<file path="src/rtl/core/flqm_pkg.sv">
// ----------------------------------------------------------------------------
// flqm_pkg
// shared types and codes of the fifo queued lock manager
// ----------------------------------------------------------------------------
package flqm_pkg;

  // beat widths on both streams
  localparam int TDATA_W = 16;

  // command codes
  localparam logic CMD_ACQUIRE = 1'b0;
  localparam logic CMD_RELEASE = 1'b1;

  // result outcome codes
  typedef enum logic [2:0] {
    OC_GRANTED     = 3'd0,
    OC_QUEUED      = 3'd1,
    OC_TRANSFERRED = 3'd2,
    OC_RELEASED    = 3'd3,
    OC_REMOVED     = 3'd4,
    OC_NOT_FOUND   = 3'd5,
    OC_DUPLICATE   = 3'd6
  } outcome_t;

  // input beat layout, lowest field in the lowest bits
  typedef struct packed {
    logic [2:0] pad;
    logic [5:0] requester;
    logic [5:0] lock_index;
    logic       command;
  } in_beat_t;

  // result fields, lowest field in the lowest bits
  typedef struct packed {
    logic [5:0] grantee;
    logic       grant_valid;
    outcome_t   outcome;
  } result_t;

  localparam int RESULT_W = $bits(result_t);

  // field write enables of the requester table
  typedef struct packed {
    logic flags;
    logic link_nx;
    logic link_pv;
  } req_wmask_t;

endpackage

</file>
<file path="src/rtl/core/fifo_queued_lock_manager.sv">
// ----------------------------------------------------------------------------
// fifo_queued_lock_manager
// hardware mutex bank, each lock with a fifo of waiting requesters
// ----------------------------------------------------------------------------
// Requests come in on the in_ stream (acquire or release, lock, requester),
// one result beat leaves on the out_ stream for every request beat.
// Lock state sits in a lock table; the waiter fifos are doubly linked lists
// in a per-requester table. Both tables are synchronous memories with a
// registered read, updated by read, modify and write back.
// Requests are handled one at a time; in_tready is high only while idle.
// A grant, release, duplicate or not found needs only the read state; a
// queued acquire behind other waiters adds a write state, a hand over
// adds a head read and a write state, a removal from the middle of a
// queue adds writes to both neighbours. The extra states come from the
// single write port of the requester table and the head waiter's link read.
// After reset a clearing pass over max(NUM_LOCKS, NUM_REQUESTERS) entries
// zeroes both tables; in_tready stays low until it is done.
// The result sits in an output register; a stalled receiver holds it there,
// the next request is still accepted, and its result waits until the
// register is free.
// ----------------------------------------------------------------------------
module fifo_queued_lock_manager #(
  parameter int NUM_LOCKS      = 64,
  parameter int NUM_REQUESTERS = 64
) (
  input  logic                         clk,
  input  logic                         rst_n,
  input  logic                         in_tvalid,
  output logic                         in_tready,
  // command[0], lock_index[6:1], requester[12:7], zero[15:13]
  input  logic [flqm_pkg::TDATA_W-1:0] in_tdata,
  output logic                         out_tvalid,
  input  logic                         out_tready,
  // outcome[2:0], grant_valid[3], grantee[9:4], zero[15:10]
  output logic [flqm_pkg::TDATA_W-1:0] out_tdata
);

  localparam int LW    = $clog2(NUM_LOCKS);
  localparam int RW    = $clog2(NUM_REQUESTERS);
  localparam int CLR_N = (NUM_LOCKS > NUM_REQUESTERS) ? NUM_LOCKS : NUM_REQUESTERS;
  localparam int CW    = $clog2(CLR_N);

  typedef struct packed {
    logic          held;
    logic          nonempty;
    logic [RW-1:0] holder;
    logic [RW-1:0] head;
    logic [RW-1:0] tail;
  } lock_ent_t;

  typedef struct packed {
    logic          waiter;
    logic          owner;
    logic [LW-1:0] wlock;
  } req_flags_t;

  localparam int FW = $bits(req_flags_t);

  typedef struct packed {
    flqm_pkg::req_wmask_t mask;
    logic [RW-1:0]        addr;
    req_flags_t           flags;
    logic [RW-1:0]        link_nx;
    logic [RW-1:0]        link_pv;
  } req_wr_t;

  typedef enum logic [2:0] {
    S_CLEAR,
    S_IDLE,
    S_READ,
    S_HEAD,
    S_WR,
    S_OUT
  } state_t;

  // control and payload registers
  state_t                       state_r, state_nxt;
  logic [CW-1:0]                clr_cnt_r;
  logic                         wr_idx_r;
  logic                         wr_two_r;
  req_wr_t                      slot_r [2];
  flqm_pkg::result_t            res_r;
  logic                         out_tvalid_r;
  logic [flqm_pkg::TDATA_W-1:0] out_tdata_r;
  logic                         cmd_r;
  logic [LW-1:0]                lk_r;
  logic [RW-1:0]                rq_r;
  logic                         ok_r;

  // lock table
  lock_ent_t                    lock_mem [NUM_LOCKS];
  lock_ent_t                    lock_rd_r;
  logic                         lock_we;
  logic [LW-1:0]                lock_waddr;
  lock_ent_t                    lock_wdata;

  // requester table ports
  req_wr_t                      rw;
  logic                         rq_rd_en;
  logic [RW-1:0]                rq_rd_addr;
  logic [FW-1:0]                rq_rd_flags;
  logic [RW-1:0]                rq_rd_nx;
  logic [RW-1:0]                rq_rd_pv;
  req_flags_t                   rflags;

  // decision
  lock_ent_t                    dec_lock;
  logic                         dec_lock_we;
  logic                         dec_head;
  logic [1:0]                   dec_n;
  req_wr_t                      dec_wr [3];
  flqm_pkg::result_t            dec_res;
  logic                         dec_fire;

  flqm_pkg::in_beat_t           beat;
  logic                         in_acc;
  logic                         out_free;
  logic                         clr_done;
  logic                         push;
  flqm_pkg::result_t            push_res;

  assign beat       = flqm_pkg::in_beat_t'(in_tdata);
  assign in_tready  = (state_r == S_IDLE);
  assign in_acc     = in_tvalid && in_tready;
  assign out_free   = !out_tvalid_r || out_tready;
  assign clr_done   = (clr_cnt_r == CW'(CLR_N - 1));
  assign out_tvalid = out_tvalid_r;
  assign out_tdata  = out_tdata_r;
  assign rflags     = req_flags_t'(rq_rd_flags);
  assign dec_fire   = (state_r == S_HEAD) || ((state_r == S_READ) && !dec_head);

  // lock table: write port and registered read on accept
  always_ff @(posedge clk) begin
    if (lock_we) begin
      lock_mem[lock_waddr] <= lock_wdata;
    end
    if (in_acc) begin
      lock_rd_r <= lock_mem[LW'(beat.lock_index)];
    end
  end

  // lock table write source: clearing pass or the decision
  always_comb begin
    if (state_r == S_CLEAR) begin
      lock_we    = (32'(clr_cnt_r) < 32'(NUM_LOCKS));
      lock_waddr = LW'(clr_cnt_r);
      lock_wdata = '0;
    end else begin
      lock_we    = dec_fire && dec_lock_we;
      lock_waddr = lk_r;
      lock_wdata = dec_lock;
    end
  end

  // requester table write source: clearing pass, first slot, queued slots
  always_comb begin
    rw = '0;
    if (state_r == S_CLEAR) begin
      if (32'(clr_cnt_r) < 32'(NUM_REQUESTERS)) begin
        rw.mask = '1;
      end
      rw.addr = RW'(clr_cnt_r);
    end else if (dec_fire) begin
      rw = dec_wr[0];
    end else if (state_r == S_WR) begin
      rw = slot_r[wr_idx_r];
    end
  end

  // requester table read: own entry on accept, head waiter on hand over
  assign rq_rd_en   = in_acc || ((state_r == S_READ) && dec_head);
  assign rq_rd_addr = in_acc ? RW'(beat.requester) : lock_rd_r.head;

  flqm_req_ram #(
    .DEPTH (NUM_REQUESTERS),
    .FW    (FW)
  ) u_req_ram (
    .clk        (clk),
    .wr_mask    (rw.mask),
    .wr_addr    (rw.addr),
    .wr_flags   (rw.flags),
    .wr_link_nx (rw.link_nx),
    .wr_link_pv (rw.link_pv),
    .rd_en      (rq_rd_en),
    .rd_addr    (rq_rd_addr),
    .rd_flags   (rq_rd_flags),
    .rd_link_nx (rq_rd_nx),
    .rd_link_pv (rq_rd_pv)
  );

  // decision on the read entries
  always_comb begin
    dec_lock            = lock_rd_r;
    dec_lock_we         = 1'b0;
    dec_head            = 1'b0;
    dec_n               = 2'd0;
    dec_res.outcome     = flqm_pkg::OC_NOT_FOUND;
    dec_res.grant_valid = 1'b0;
    dec_res.grantee     = '0;
    for (int i = 0; i < 3; i++) begin
      dec_wr[i] = '0;
    end

    if (state_r == S_HEAD) begin
      // hand over to the head waiter, read entry is the head's
      dec_lock_we     = 1'b1;
      dec_lock.holder = lock_rd_r.head;
      if (lock_rd_r.head == lock_rd_r.tail) begin
        dec_lock.nonempty = 1'b0;
      end else begin
        dec_lock.head = rq_rd_nx;
      end
      dec_wr[0].mask.flags  = 1'b1;
      dec_wr[0].addr        = rq_r;
      dec_wr[1].mask.flags  = 1'b1;
      dec_wr[1].addr        = lock_rd_r.head;
      dec_wr[1].flags.owner = 1'b1;
      dec_n                 = 2'd1;
      dec_res.outcome       = flqm_pkg::OC_TRANSFERRED;
      dec_res.grant_valid   = 1'b1;
      dec_res.grantee       = 6'(lock_rd_r.head);
    end else if (!ok_r) begin
      dec_res.outcome = flqm_pkg::OC_NOT_FOUND;
    end else if (cmd_r == flqm_pkg::CMD_ACQUIRE) begin
      if (rflags.owner || rflags.waiter) begin
        dec_res.outcome = flqm_pkg::OC_DUPLICATE;
      end else if (!lock_rd_r.held) begin
        // free lock: grant at once
        dec_lock_we           = 1'b1;
        dec_lock.held         = 1'b1;
        dec_lock.holder       = rq_r;
        dec_wr[0].mask.flags  = 1'b1;
        dec_wr[0].addr        = rq_r;
        dec_wr[0].flags.owner = 1'b1;
        dec_res.outcome       = flqm_pkg::OC_GRANTED;
        dec_res.grant_valid   = 1'b1;
        dec_res.grantee       = 6'(rq_r);
      end else begin
        // held lock: append at the tail
        dec_lock_we   = 1'b1;
        dec_lock.tail = rq_r;
        if (!lock_rd_r.nonempty) begin
          dec_lock.head     = rq_r;
          dec_lock.nonempty = 1'b1;
        end
        dec_wr[0].mask.flags   = 1'b1;
        dec_wr[0].mask.link_pv = 1'b1;
        dec_wr[0].addr         = rq_r;
        dec_wr[0].flags.waiter = 1'b1;
        dec_wr[0].flags.wlock  = lk_r;
        dec_wr[0].link_pv      = lock_rd_r.tail;
        if (lock_rd_r.nonempty) begin
          dec_wr[1].mask.link_nx = 1'b1;
          dec_wr[1].addr         = lock_rd_r.tail;
          dec_wr[1].link_nx      = rq_r;
          dec_n                  = 2'd1;
        end
        dec_res.outcome = flqm_pkg::OC_QUEUED;
      end
    end else begin
      if (lock_rd_r.held && (lock_rd_r.holder == rq_r)) begin
        if (lock_rd_r.nonempty) begin
          dec_head = 1'b1;
        end else begin
          dec_lock_we          = 1'b1;
          dec_lock.held        = 1'b0;
          dec_wr[0].mask.flags = 1'b1;
          dec_wr[0].addr       = rq_r;
          dec_res.outcome      = flqm_pkg::OC_RELEASED;
        end
      end else if (rflags.waiter && (rflags.wlock == lk_r)) begin
        // unlink a waiter from anywhere in the queue
        dec_lock_we          = 1'b1;
        dec_wr[0].mask.flags = 1'b1;
        dec_wr[0].addr       = rq_r;
        if ((lock_rd_r.head == rq_r) && (lock_rd_r.tail == rq_r)) begin
          dec_lock.nonempty = 1'b0;
        end else if (lock_rd_r.head == rq_r) begin
          dec_lock.head = rq_rd_nx;
        end else if (lock_rd_r.tail == rq_r) begin
          dec_lock.tail = rq_rd_pv;
        end else begin
          dec_wr[1].mask.link_nx = 1'b1;
          dec_wr[1].addr         = rq_rd_pv;
          dec_wr[1].link_nx      = rq_rd_nx;
          dec_wr[2].mask.link_pv = 1'b1;
          dec_wr[2].addr         = rq_rd_nx;
          dec_wr[2].link_pv      = rq_rd_pv;
          dec_n                  = 2'd2;
        end
        dec_res.outcome = flqm_pkg::OC_REMOVED;
      end
    end
  end

  // sequencer next state and result push
  always_comb begin
    state_nxt = state_r;
    push      = 1'b0;
    push_res  = res_r;
    case (state_r)
      S_CLEAR: begin
        if (clr_done) begin
          state_nxt = S_IDLE;
        end
      end
      S_IDLE: begin
        if (in_acc) begin
          state_nxt = S_READ;
        end
      end
      S_READ, S_HEAD: begin
        push_res = dec_res;
        if (dec_head) begin
          state_nxt = S_HEAD;
        end else if (dec_n != 2'd0) begin
          state_nxt = S_WR;
        end else if (out_free) begin
          push      = 1'b1;
          state_nxt = S_IDLE;
        end else begin
          state_nxt = S_OUT;
        end
      end
      S_WR: begin
        if (!wr_idx_r && wr_two_r) begin
          state_nxt = S_WR;
        end else if (out_free) begin
          push      = 1'b1;
          state_nxt = S_IDLE;
        end else begin
          state_nxt = S_OUT;
        end
      end
      S_OUT: begin
        if (out_free) begin
          push      = 1'b1;
          state_nxt = S_IDLE;
        end
      end
      default: begin
        state_nxt = S_CLEAR;
      end
    endcase
  end

  // state, counters and output register
  always_ff @(posedge clk) begin
    if (!rst_n) begin
      state_r      <= S_CLEAR;
      clr_cnt_r    <= '0;
      wr_idx_r     <= 1'b0;
      wr_two_r     <= 1'b0;
      out_tvalid_r <= 1'b0;
    end else begin
      state_r <= state_nxt;
      if (state_r == S_CLEAR) begin
        clr_cnt_r <= clr_cnt_r + 1'b1;
      end
      if (dec_fire) begin
        wr_idx_r <= 1'b0;
        wr_two_r <= (dec_n == 2'd2);
      end else if (state_r == S_WR) begin
        wr_idx_r <= 1'b1;
      end
      if (push) begin
        out_tvalid_r <= 1'b1;
      end else if (out_tready) begin
        out_tvalid_r <= 1'b0;
      end
    end
    // payload
    if (push) begin
      out_tdata_r <= {(flqm_pkg::TDATA_W - flqm_pkg::RESULT_W)'(0), push_res};
    end
    if (dec_fire) begin
      slot_r[0] <= dec_wr[1];
      slot_r[1] <= dec_wr[2];
      res_r     <= dec_res;
    end
    if (in_acc) begin
      cmd_r <= beat.command;
      lk_r  <= LW'(beat.lock_index);
      rq_r  <= RW'(beat.requester);
      ok_r  <= (32'(beat.lock_index) < 32'(NUM_LOCKS)) &&
               (32'(beat.requester) < 32'(NUM_REQUESTERS));
    end
  end

endmodule

</file>
<file path="src/rtl/core/flqm_req_ram.sv">
// ----------------------------------------------------------------------------
// flqm_req_ram
// per-requester table: flags, next link and previous link, one write port
// with field enables, one registered read port
// ----------------------------------------------------------------------------
module flqm_req_ram #(
  parameter int DEPTH = 64,
  parameter int FW    = 8
) (
  input  logic                        clk,
  input  flqm_pkg::req_wmask_t        wr_mask,
  input  logic [$clog2(DEPTH)-1:0]    wr_addr,
  input  logic [FW-1:0]               wr_flags,
  input  logic [$clog2(DEPTH)-1:0]    wr_link_nx,
  input  logic [$clog2(DEPTH)-1:0]    wr_link_pv,
  input  logic                        rd_en,
  input  logic [$clog2(DEPTH)-1:0]    rd_addr,
  output logic [FW-1:0]               rd_flags,
  output logic [$clog2(DEPTH)-1:0]    rd_link_nx,
  output logic [$clog2(DEPTH)-1:0]    rd_link_pv
);

  localparam int AW = $clog2(DEPTH);

  logic [FW-1:0] flags_mem [DEPTH];
  logic [AW-1:0] nx_mem    [DEPTH];
  logic [AW-1:0] pv_mem    [DEPTH];

  // field-masked write, registered read
  always_ff @(posedge clk) begin
    if (wr_mask.flags) begin
      flags_mem[wr_addr] <= wr_flags;
    end
    if (wr_mask.link_nx) begin
      nx_mem[wr_addr] <= wr_link_nx;
    end
    if (wr_mask.link_pv) begin
      pv_mem[wr_addr] <= wr_link_pv;
    end
    if (rd_en) begin
      rd_flags   <= flags_mem[rd_addr];
      rd_link_nx <= nx_mem[rd_addr];
      rd_link_pv <= pv_mem[rd_addr];
    end
  end

endmodule

</file>
<file path="config.mk">
export PLATFORM = sky130hd
export DESIGN_NAME = fifo_queued_lock_manager
export DESIGN_NICKNAME = d
export VERILOG_FILES = /design/src/rtl/core/flqm_pkg.sv /design/src/rtl/core/fifo_queued_lock_manager.sv /design/src/rtl/core/flqm_req_ram.sv
export SDC_FILE = /design/constraint.sdc
export NUM_CORES = 2
export LEC_CHECK = 0
export ABC_AREA = 0
export BUFFER_PORTS_ARGS = -buffer_cell sky130_fd_sc_hd__buf_2
export CAP_MARGIN = 5
export CORE_ASPECT_RATIO = 1.2
export CORE_MARGIN = 5
export CORE_UTILIZATION = 63
export CTS_CLUSTER_DIAMETER = 30
export DETAILED_ROUTE_END_ITERATION = 6
export PLACE_DENSITY_LB_ADDON = 0.15
export SLEW_MARGIN = 25
export SYNTH_ARGS = -nofsm -noshare
export SYNTH_HDL_FRONTEND = slang
export SYNTH_SLANG_ARGS = --single-unit
</file>
<file path="constraint.sdc">
create_clock -name clk -period 6.9 [get_ports clk]
set_clock_uncertainty 0.2 [all_clocks]
set_input_delay 0.69 -clock clk [delete_from_list [all_inputs] [get_ports clk]]
set_output_delay 0.69 -clock clk [all_outputs]
set_load 0.01 [all_outputs]
</file>
==> reports/results.ini <==
[cells_and_area]
area_growth_pct=16.8
stdcell_count=8645
final_common_cell=edfxtp_1
drive_gt1_share_pct=24.7
nets=6079
num-fill-cells=9309
finish.utilization_pct=74.0
final_cell_mix=edfxtp_1, nand2_1, mux4_2, clkbuf_16, nand3_1

[global_route]
grt.total_usage_pct=30.5
grt_first_pass_wirelength_um=388000
grt.met1_usage_pct=39.3
overflow=0
grt_pass1_vias=57737
grt_max_degree=132
met2_usage_pct=50.6
use_met3_pct=6.22
grt_antenna_before_repair=13
top_usage_layer=met2

[critical_path]
startpoint_type=flop
reg2reg_slack_ps=1640
regToRegStartpoint=state_r[2]$_SDFFE_PN0P_
end_kind=flop
crit_path_start=state_r[2]$_SDFFE_PN0P_
cp.arrival_ps=5640
critPathRequiredTime_ps=7270
path_class=flop to flop
crit_path_max_fanout=23
rr_worst_depth=6
r2r_end=u_req_ram.flags_mem[60][1]$_DFFE_PP_

[pwr]
ir_worst_vdd_mv=0.319
powerDensity_nw_per_um2=323
combPwrFrac_pct=1.9
switching_share_pct=20.5
pwr-share-clk_pct=53.5
intPower_mw=31.6
seq_power_share_pct=44.6
finalPower_mw=39.8
power_switching_mw=8.15
leakage_nw=40.5

[synthesis]
synth-edff-count=2660
seq_area_frac_synth_pct=76.1
async_flop_share_pct=0
synth_area_per_cell_um2=18.2
synth_flop_cell=edfxtp_1
syn_area_um2=105000
synth_seq_cells=2673
yosys_warnings=0
syn_inst=5787
synthDistinctLibCells=79

[timing]
setup_violations=0
tightest_slew_ps=1120
drv_slew=0
timing.setup.tns_ps=0
whs_ps=99.9
min_period_ps=5260
max_freq_mhz=190
finalCritPeriodShare_pct=76.3
rsz0062_at_grt=false
slew_headroom_pct=25.4
hold_viol=0

[drt]
ant_nets=0
drt_iter0_drc=7034
drtPass1Iterations=7
vias=57073
wire_per_inst_um=30.8
routed_wl_um=266000
vias_per_cell=6.60
drc_errors=3

[place]
dpl.hpwl_um=148000
gp_congestion=0.894
port_buffers=28
placed_cells=7859

[min_path]
timing.hold.worst_path_depth=1
hold_path_end=lk_r[5]$_DFFE_PP_
min_from=in_tdata[6]
hold_path_class=input port to flop

[floorplan]
start_util_pct=63.3
core_um2=166000
die_area_um2=176000
die_w_um=383
die_h_um=458
rows=164
ios=38

[clock_network]
cts_buffers=426
cts.clk_slew.worst_paths_ps=50
cts_tree=done
clk_latency_ps=980
htreeDepth=5
clockBufferDepth=4
cts_resized=0
cts.sinks=2673
cts_root_buffer=clkbuf_16

[outcome]
outcome=finished, violations left
violations=DRC

[flow_run]
maxCapViolCount=0

==> area by class of cell <==
cell class | instances | area [um^2] | share of cell area (%)
flip-flops and latches | 2673 | 80100 | 65.1
well taps | 2241 | 2800 | 2.28
inverters | 24 | 90.1 | 0.0732
repair buffers | 198 | 1650 | 1.34
clock buffers | 459 | 10900 | 8.86
multi-input cells | 2733 | 24000 | 19.5
clock inverters | 308 | 3470 | 2.82
diodes | 9 | 22.5 | 0.0183
==> registers in the layout (all words and copies together) (netlist names), 8 cells and up, named ones only <==
register	count
u_req_ram.pv_mem	384
lock_rd_r	20
lock_mem	1280
u_req_ram.flags_mem	512
u_req_ram.rd_flags	8
slot_r	27
out_tdata	10
u_req_ram.nx_mem	384
res_r	10
==> kinds of logic (layout without fill, tap and decap cells) <==
kind of cell | Yosys count | count (layout) | synth area share, %
compound gates | 414 | 414 | 2.90
xor+xnor | 34 | 34 | 0.290
fa+ha+maj | 3 | 3 | 0.0356
buf+inv | 386 | 989 | 1.71
flops | 2673 | 2673 | 76.1
mux | 664 | 664 | 12.3
other cells | 1 | 15 | 0.00356
simple gates | 1612 | 1612 | 6.67
==> worst max-delay path, stage by stage (launching register included) <==
cell and delay (ps):
dfxtp_1 810, nand3b_1 560, nand2_1 200, a211o_1 540
a41oi_2 670, nand4_1 900, nor2_1 1010
==> power by group through the flow <==
stage,Combinational (mW),Sequential (mW),Clock (mW)
after floorplan,0.481,18.0,0
after global placement,0.746,18.0,0
after detailed placement,0.751,18.1,0
after CTS,0.767,17.7,21.4
after global routing,0.791,17.7,22.3
final,0.763,17.7,21.3
==> routing by layer <==
metal | share of wire, % | up-vias
met2 | 51 | 3372
li1 | - | 23779
met3 | 9.1 | 670
met5 | 0.0098 | -
met4 | 5.2 | 4
met1 | 35 | 29248
==> per-stage QoR <==
stage	instance area [um^2]	setup WS, ps
finish	123000	1640
global route	123000	1460
CTS	123000	1750
detailed placement	109000	1730
global placement	108000	1810
floorplan	105000	1140
==> worst max path at each step <==
stage	cells after the start	slack, ps	end
floorplan	8	1140	lock_mem[0][10]$_DFFE_PP_
global placement	6	1810	u_req_ram.flags_mem[60][3]$_DFFE_PP_
detailed placement	6	1730	u_req_ram.flags_mem[60][1]$_DFFE_PP_
CTS	6	1750	u_req_ram.flags_mem[60][1]$_DFFE_PP_
global route	6	1460	u_req_ram.flags_mem[60][1]$_DFFE_PP_
finish	6	1640	u_req_ram.flags_mem[60][1]$_DFFE_PP_
==> Yosys cell counts, drive strengths merged, types with 3 or more instances <==
library cell,n,area [um^2]
a211o,6,52.6
a211oi,12,90.1
a21boi,4,30.0
a21o,12,90.1
a21oi,87,435
a221o,39,390
a221oi,23,201
a222oi,6,60.1
a22o,33,289
a22oi,30,225
a31o,5,43.8
a31oi,47,307
a32o,5,51.3
a32oi,42,375
and2,44,275
and3,16,100
buf,175,1010
clkbuf,187,702
dfxtp,13,260
edfxtp,2660,79900
ha,3,37.5
inv,23,86.3
mux2,49,559
mux2i,115,1160
mux4,500,11300
nand2,747,2810
nand3,363,1830
nand3b,9,67.6
nand4,63,394
nor2,299,1130
nor2b,4,25.0
nor3,42,215
nor3b,3,22.5
nor4,3,25.0
o21ai,31,155
o22ai,19,119
or2,5,31.3
or3,8,50.1
xnor2,22,200
xor2,12,105
==> what timing repair did <==
item	CTS	global route
buffers inserted	0	0
hold buffers	10	0
hold endpoints to repair	18	0
Note: power is estimated with default switching activity, not from simulation.
